[config.mk]
export PLATFORM = sky130hd
export DESIGN_NAME = rnc_front
export DESIGN_NICKNAME = d
export VERILOG_FILES = /design/src/rtl/refcounted_node_cache_top_assert.svh /design/src/rtl/rnc_pkg.sv /design/src/rtl/rnc_front.sv
export SDC_FILE = /design/constraint.sdc
export NUM_CORES = 1
export LEC_CHECK = 0
export BUFFER_PORTS_ARGS = -buffer_cell sky130_fd_sc_hd__buf_4
export CAP_MARGIN = 20
export CORE_MARGIN = 2
export CORE_UTILIZATION = 30
export DETAILED_ROUTE_END_ITERATION = 7
export HOLD_SLACK_MARGIN = 0.03
export PLACE_DENSITY_LB_ADDON = 0.05
export RECOVER_POWER = 50
export SYNTH_ARGS = -nofsm -noshare
export SYNTH_HDL_FRONTEND = slang
export SYNTH_SLANG_ARGS = --single-unit
[constraint.sdc]
create_clock -name clk -period 10.6 [get_ports clk]
set_input_delay 1.59 -clock clk [delete_from_list [all_inputs] [get_ports clk]]
set_output_delay 1.59 -clock clk [all_outputs]
set_load 0.05 [all_outputs]
[src/rtl/refcounted_node_cache_top_assert.svh]
// Assertion macros used by the node cache top level.
`ifndef REFCOUNTED_NODE_CACHE_TOP_ASSERT_SVH
`define REFCOUNTED_NODE_CACHE_TOP_ASSERT_SVH

// Same-cycle implication, checked outside reset.
`define RNC_ASSERT_IMPL(lbl, ante, cons, msg) \
  lbl: assert property (@(posedge clk) disable iff (rst) (ante) |-> (cons)) \
    else $error(msg);

// Next-cycle implication, checked outside reset.
`define RNC_ASSERT_NEXT(lbl, ante, cons, msg) \
  lbl: assert property (@(posedge clk) disable iff (rst) (ante) |=> (cons)) \
    else $error(msg);

`endif

[src/rtl/rnc_pkg.sv]
// Shared types, codes and constants of the reference-counted node cache.
package rnc_pkg;

  localparam int RNC_SLOTS = 64;

  localparam int KEY_W     = 64;
  localparam int HALF_W    = 32;
  localparam int CNT_W     = 16;
  localparam int KIND_W    = 2;
  localparam int STAT_W    = 3;
  localparam int IDX_OUT_W = 6;

  localparam int S_TDATA_W = 144;
  localparam int M_TDATA_W = 88;

  localparam int QDEPTH  = 2;
  localparam int QPTR_W  = 1;
  localparam int QCNT_W  = 2;

  localparam logic [KIND_W-1:0] REQ_GET     = 2'd0;
  localparam logic [KIND_W-1:0] REQ_ENTER   = 2'd1;
  localparam logic [KIND_W-1:0] REQ_RELEASE = 2'd2;

  localparam logic [STAT_W-1:0] ST_HIT      = 3'd0;
  localparam logic [STAT_W-1:0] ST_NEW      = 3'd1;
  localparam logic [STAT_W-1:0] ST_NOTFOUND = 3'd2;
  localparam logic [STAT_W-1:0] ST_FULL     = 3'd3;
  localparam logic [STAT_W-1:0] ST_EXCEED   = 3'd4;

  localparam logic [CNT_W-1:0] REF_MAX    = '1;
  localparam logic [CNT_W-1:0] REF_ONE    = 16'd1;
  localparam logic [KEY_W-1:0] ENTER_BIAS = 64'd2;

  typedef struct packed {
    logic [KIND_W-1:0] kind;
    logic [KEY_W-1:0]  key;
    logic [CNT_W-1:0]  cnt;
  } rnc_req_t;

  typedef struct packed {
    logic clearing;
  } rnc_stat_t;

endpackage

[src/rtl/rnc_front.sv]
// Front end: accepts requests, forms the lookup key and queues them for the back end.
module rnc_front
  import rnc_pkg::*;
(
  input  logic              clk,
  input  logic              rst,
  input  logic              in_valid,
  output logic              in_ready,
  input  logic [KIND_W-1:0] in_kind,
  input  logic [KEY_W-1:0]  in_number,
  input  logic [HALF_W-1:0] in_cluster,
  input  logic [HALF_W-1:0] in_offset,
  input  logic [CNT_W-1:0]  in_cnt,
  input  rnc_stat_t         back_stat,
  output logic              q_valid,
  input  logic              q_ready,
  output rnc_req_t          q_req
);

  rnc_req_t            q_mem [QDEPTH];
  logic [QPTR_W-1:0]   wr_ptr;
  logic [QPTR_W-1:0]   rd_ptr;
  logic [QCNT_W-1:0]   count;
  rnc_req_t            req_in;
  logic                push;
  logic                pop;

  // An enter request looks up the number built from its directory position.
  always_comb begin
    req_in.kind = in_kind;
    req_in.cnt  = in_cnt;
    if (in_kind == REQ_ENTER) begin
      req_in.key = {in_cluster, in_offset} + ENTER_BIAS;
    end else begin
      req_in.key = in_number;
    end
  end

  assign in_ready = !back_stat.clearing && (count != QCNT_W'(QDEPTH));
  assign push     = in_valid && in_ready;
  assign q_valid  = (count != '0);
  assign pop      = q_valid && q_ready;
  assign q_req    = q_mem[rd_ptr];

  always_ff @(posedge clk) begin
    if (push) begin
      q_mem[wr_ptr] <= req_in;
    end
  end

  always_ff @(posedge clk) begin
    if (rst) begin
      wr_ptr <= '0;
      rd_ptr <= '0;
      count  <= '0;
    end else begin
      if (push) begin
        wr_ptr <= wr_ptr + 1'b1;
      end
      if (pop) begin
        rd_ptr <= rd_ptr + 1'b1;
      end
      if (push && !pop) begin
        count <= count + 1'b1;
      end else if (pop && !push) begin
        count <= count - 1'b1;
      end
    end
  end

endmodule

==> results.yml <==
outcome:
  outcome: "finished, violations left"
  violations: "max-capacitance violations, max-slew violations"
yosys:
  ys_top_cells_by_area: "edfxtp_1 (59%), mux2_2 (11%), nand2_1 (4.6%)"
  ys.flop_type: "edfxtp_1"
  synth_largest_area_cell: "edfxtp_1"
  syn-num-nets: 843
  ys_types: 43
  async_reset_ff_share_pct: 0
  postSynthAreaPerCell_um2: 12.20
  synth_seq_cells: 169
  synth_area_mm2: 0.008416
  synth_seq_area_share_pct: 59.71
  yosysTopAreaCellShare_pct: 58.52
  netlist_instances: 690
  synth_edf_count: 164
  yosys_warnings: 0
setup_path:
  reg2reg_setup_slack_ns: 5.66
  path_max_fanout: 74
  crit_type: "in2reg"
  r2r_start: "count[0]$_SDFFE_PP0P_"
  rr_endpoint: "q_mem[1][30]$_DFFE_PP_"
  rr_worst_depth: 4
  critPathLaunchType: "input port"
  cp.arrival_ns: 6.12
  setup.worst_path.end_class: "flip-flop"
  worst_ep_required_time_ns: 10.57
power_and_ir_drop:
  pwr-share-clk_pct: 28.0
  p_int_mw: 1.422
  power.switching_mw: 0.9046
  max-vdd-ir-drop_mv: 0.08689
  p_leak_nw: 4.087
  powerDensity_mw_per_mm2: 208.6
  total_power_mw: 2.326
  swShare_pct: 38.89
  pwr-share-seq_pct: 36.3
  power_frac_comb_pct: 35.7
clock_tree:
  cts_sinks: 169
  post_cts_resized: 0
  cts_buffer_depth: 2
  insertion_delay_ns: 0.43
  cts_hold_buf: 0
  cts-htree-levels: 4
  clk_pin_slew_ns: 0.08
  cts_tree: "done"
  numCtsBuffers: 17
  cts_setup_buffers: 0
  root_buffer: "clkbuf_16"
timing:
  rsz0062_at_grt: "false"
  finalSetupTns_ns: 0
  max_freq_ghz: 0.1627
  slew_headroom_pct: -97.72
  finalSetupViolations: 0
  fin_crit_ns: 6.147
  max_slew.worst_pin.slew_ns: 2.966
  clock-skew-final_ns: 0.01075
  timing.final.crit_share_pct: 57.99
  setup_ws_ns: 4.453
  maxSlewViolCount: 247
  final-hold-violation-count: 0
layout:
  utilization_pct: 40.24
  drive_above_1_share_pct: 39.00
  nets: 1063
  final_cell_mix: "buf_4 (216), edfxtp_1 (164), nand2_1 (103)"
  mostFrequentLayoutCell: "buf_4"
  syn_to_final_growth_pct: 32.49
floorplan:
  io_pins: 235
  chipHeight_um: 171.5
  die_w_um: 171.5
  core_mm2: 0.02771
  rows: 61
  dieArea_mm2: 0.02941
  start_util_pct: 30.38
placed_design:
  dp_slack_ns: 6.511
  port-buffer-count: 234
  place.gp.congestion: 0.7839
  dpl.hpwl_um: 17160
detailed_routing:
  wl_per_cell_um: 18.52
  vias: 6204
  drtIter0Drc: 338
  drc: 0
  routed_wl_um: 24110
  vias_per_cell: 4.765
  first_pass_iters: 5
  ant_nets: 0
job:
  drv_cap: 5
worst_hold_path:
  holdPathEnd: "rd_ptr$_SDFFE_PP0P_"
  hp-class: "reg2reg"
  holdPathStages: 2
  min_from: "rd_ptr$_SDFFE_PP0P_"
global_routing:
  grt_pass1_vias: 6325
  grt-ovfl-total: 0
  grt_pass1_wl_um: 35640
  grtUsageTotal_pct: 16.25
  grt_max_degree: 75
  antenna_found_initial: 1
layout make-up:
| cell class | instances | area, um2 |
|---|---|---|
| Multi-Input combinational cell | 472 | 3203 |
| Timing Repair Buffer | 240 | 1768 |
| Sequential cell | 169 | 5029 |
| Antenna cell | 1 | 2.502 |
| Fill cell | 2763 | 16560 |
| Clock inverter | 15 | 211.5 |
| Inverter | 10 | 37.54 |
| Clock buffer | 17 | 425.4 |
| Tap cell | 378 | 473.0 |
registers in the layout, indices dropped and copies added, names as in the netlist, named ones only:
signal  count
count       2
q_mem     164
rd_ptr      1
wr_ptr      1
cell usage after synthesis (all sizes together), types with 14 or more instances:
cell      n
edfxtp  164
nand2   103
mux2     84
o21ai    46
nand3    34
clkbuf   33
xnor2    32
nor4     25
nor2     23
nand4    21
nor3     16
xor2     14
stage by stage:
step           instances  area, um2  hold WS (ns)
3_3_place_gp        1269      10560        0.4742
4_1_cts             1301      11190        0.5147
2_1_floorplan        690       8416        0.4607
3_5_place_dp        1269      10560        0.4915
5_1_grt             1302      11150        0.5439
6_report            1302      11150        0.5073
critical path: stages:
cell and delay [ns]:
clkbuf_1 0.16, nand2b_1 1.34, clkbuf_1 2.18, o21ai_0 0.77
logic make-up after synthesis:
group / share of synthesized area (%)
buf+inv: 2.349
xor+xnor: 4.787
flops: 59.71
fa+ha+maj: 0.2973
mux: 12.07
compound gates: 3.643
simple gates: 17.14
routing by layer:
metal,GRT usage [%],wire [um]
met4,4.090,305
met2,26.87,11380
met1,21.22,10820
met5,0,0
met3,4.188,1615
power by group through the flow:
stage	Combinational, mW	Sequential (mW)	Clock [mW]
floorplan	0.590	0.836	0
global placement	0.839	0.858	0
detailed placement	0.842	0.861	0
CTS	0.845	0.846	0.676
global route	0.873	0.855	0.702
finish	0.829	0.845	0.652
how the worst max path moves through the flow:
stage	cells past startpoint	startpoint	end	slack, ns
after CTS	3	flip-flop	q_req[37]	6.44
final	4	in_kind[1]	q_mem[0][20]$_DFFE_PP_	4.45
after global routing	4	in_kind[1]	q_mem[0][29]$_DFFE_PP_	3.95
after floorplan	3	back_stat	q_mem[0][0]$_DFFE_PP_	3.95
after detailed placement	6	in_offset[3]	q_mem[0][72]$_DFFE_PP_	6.51
after global placement	6	in_offset[3]	q_mem[0][72]$_DFFE_PP_	6.55
Note: power is estimated with default switching activity, not from simulation.
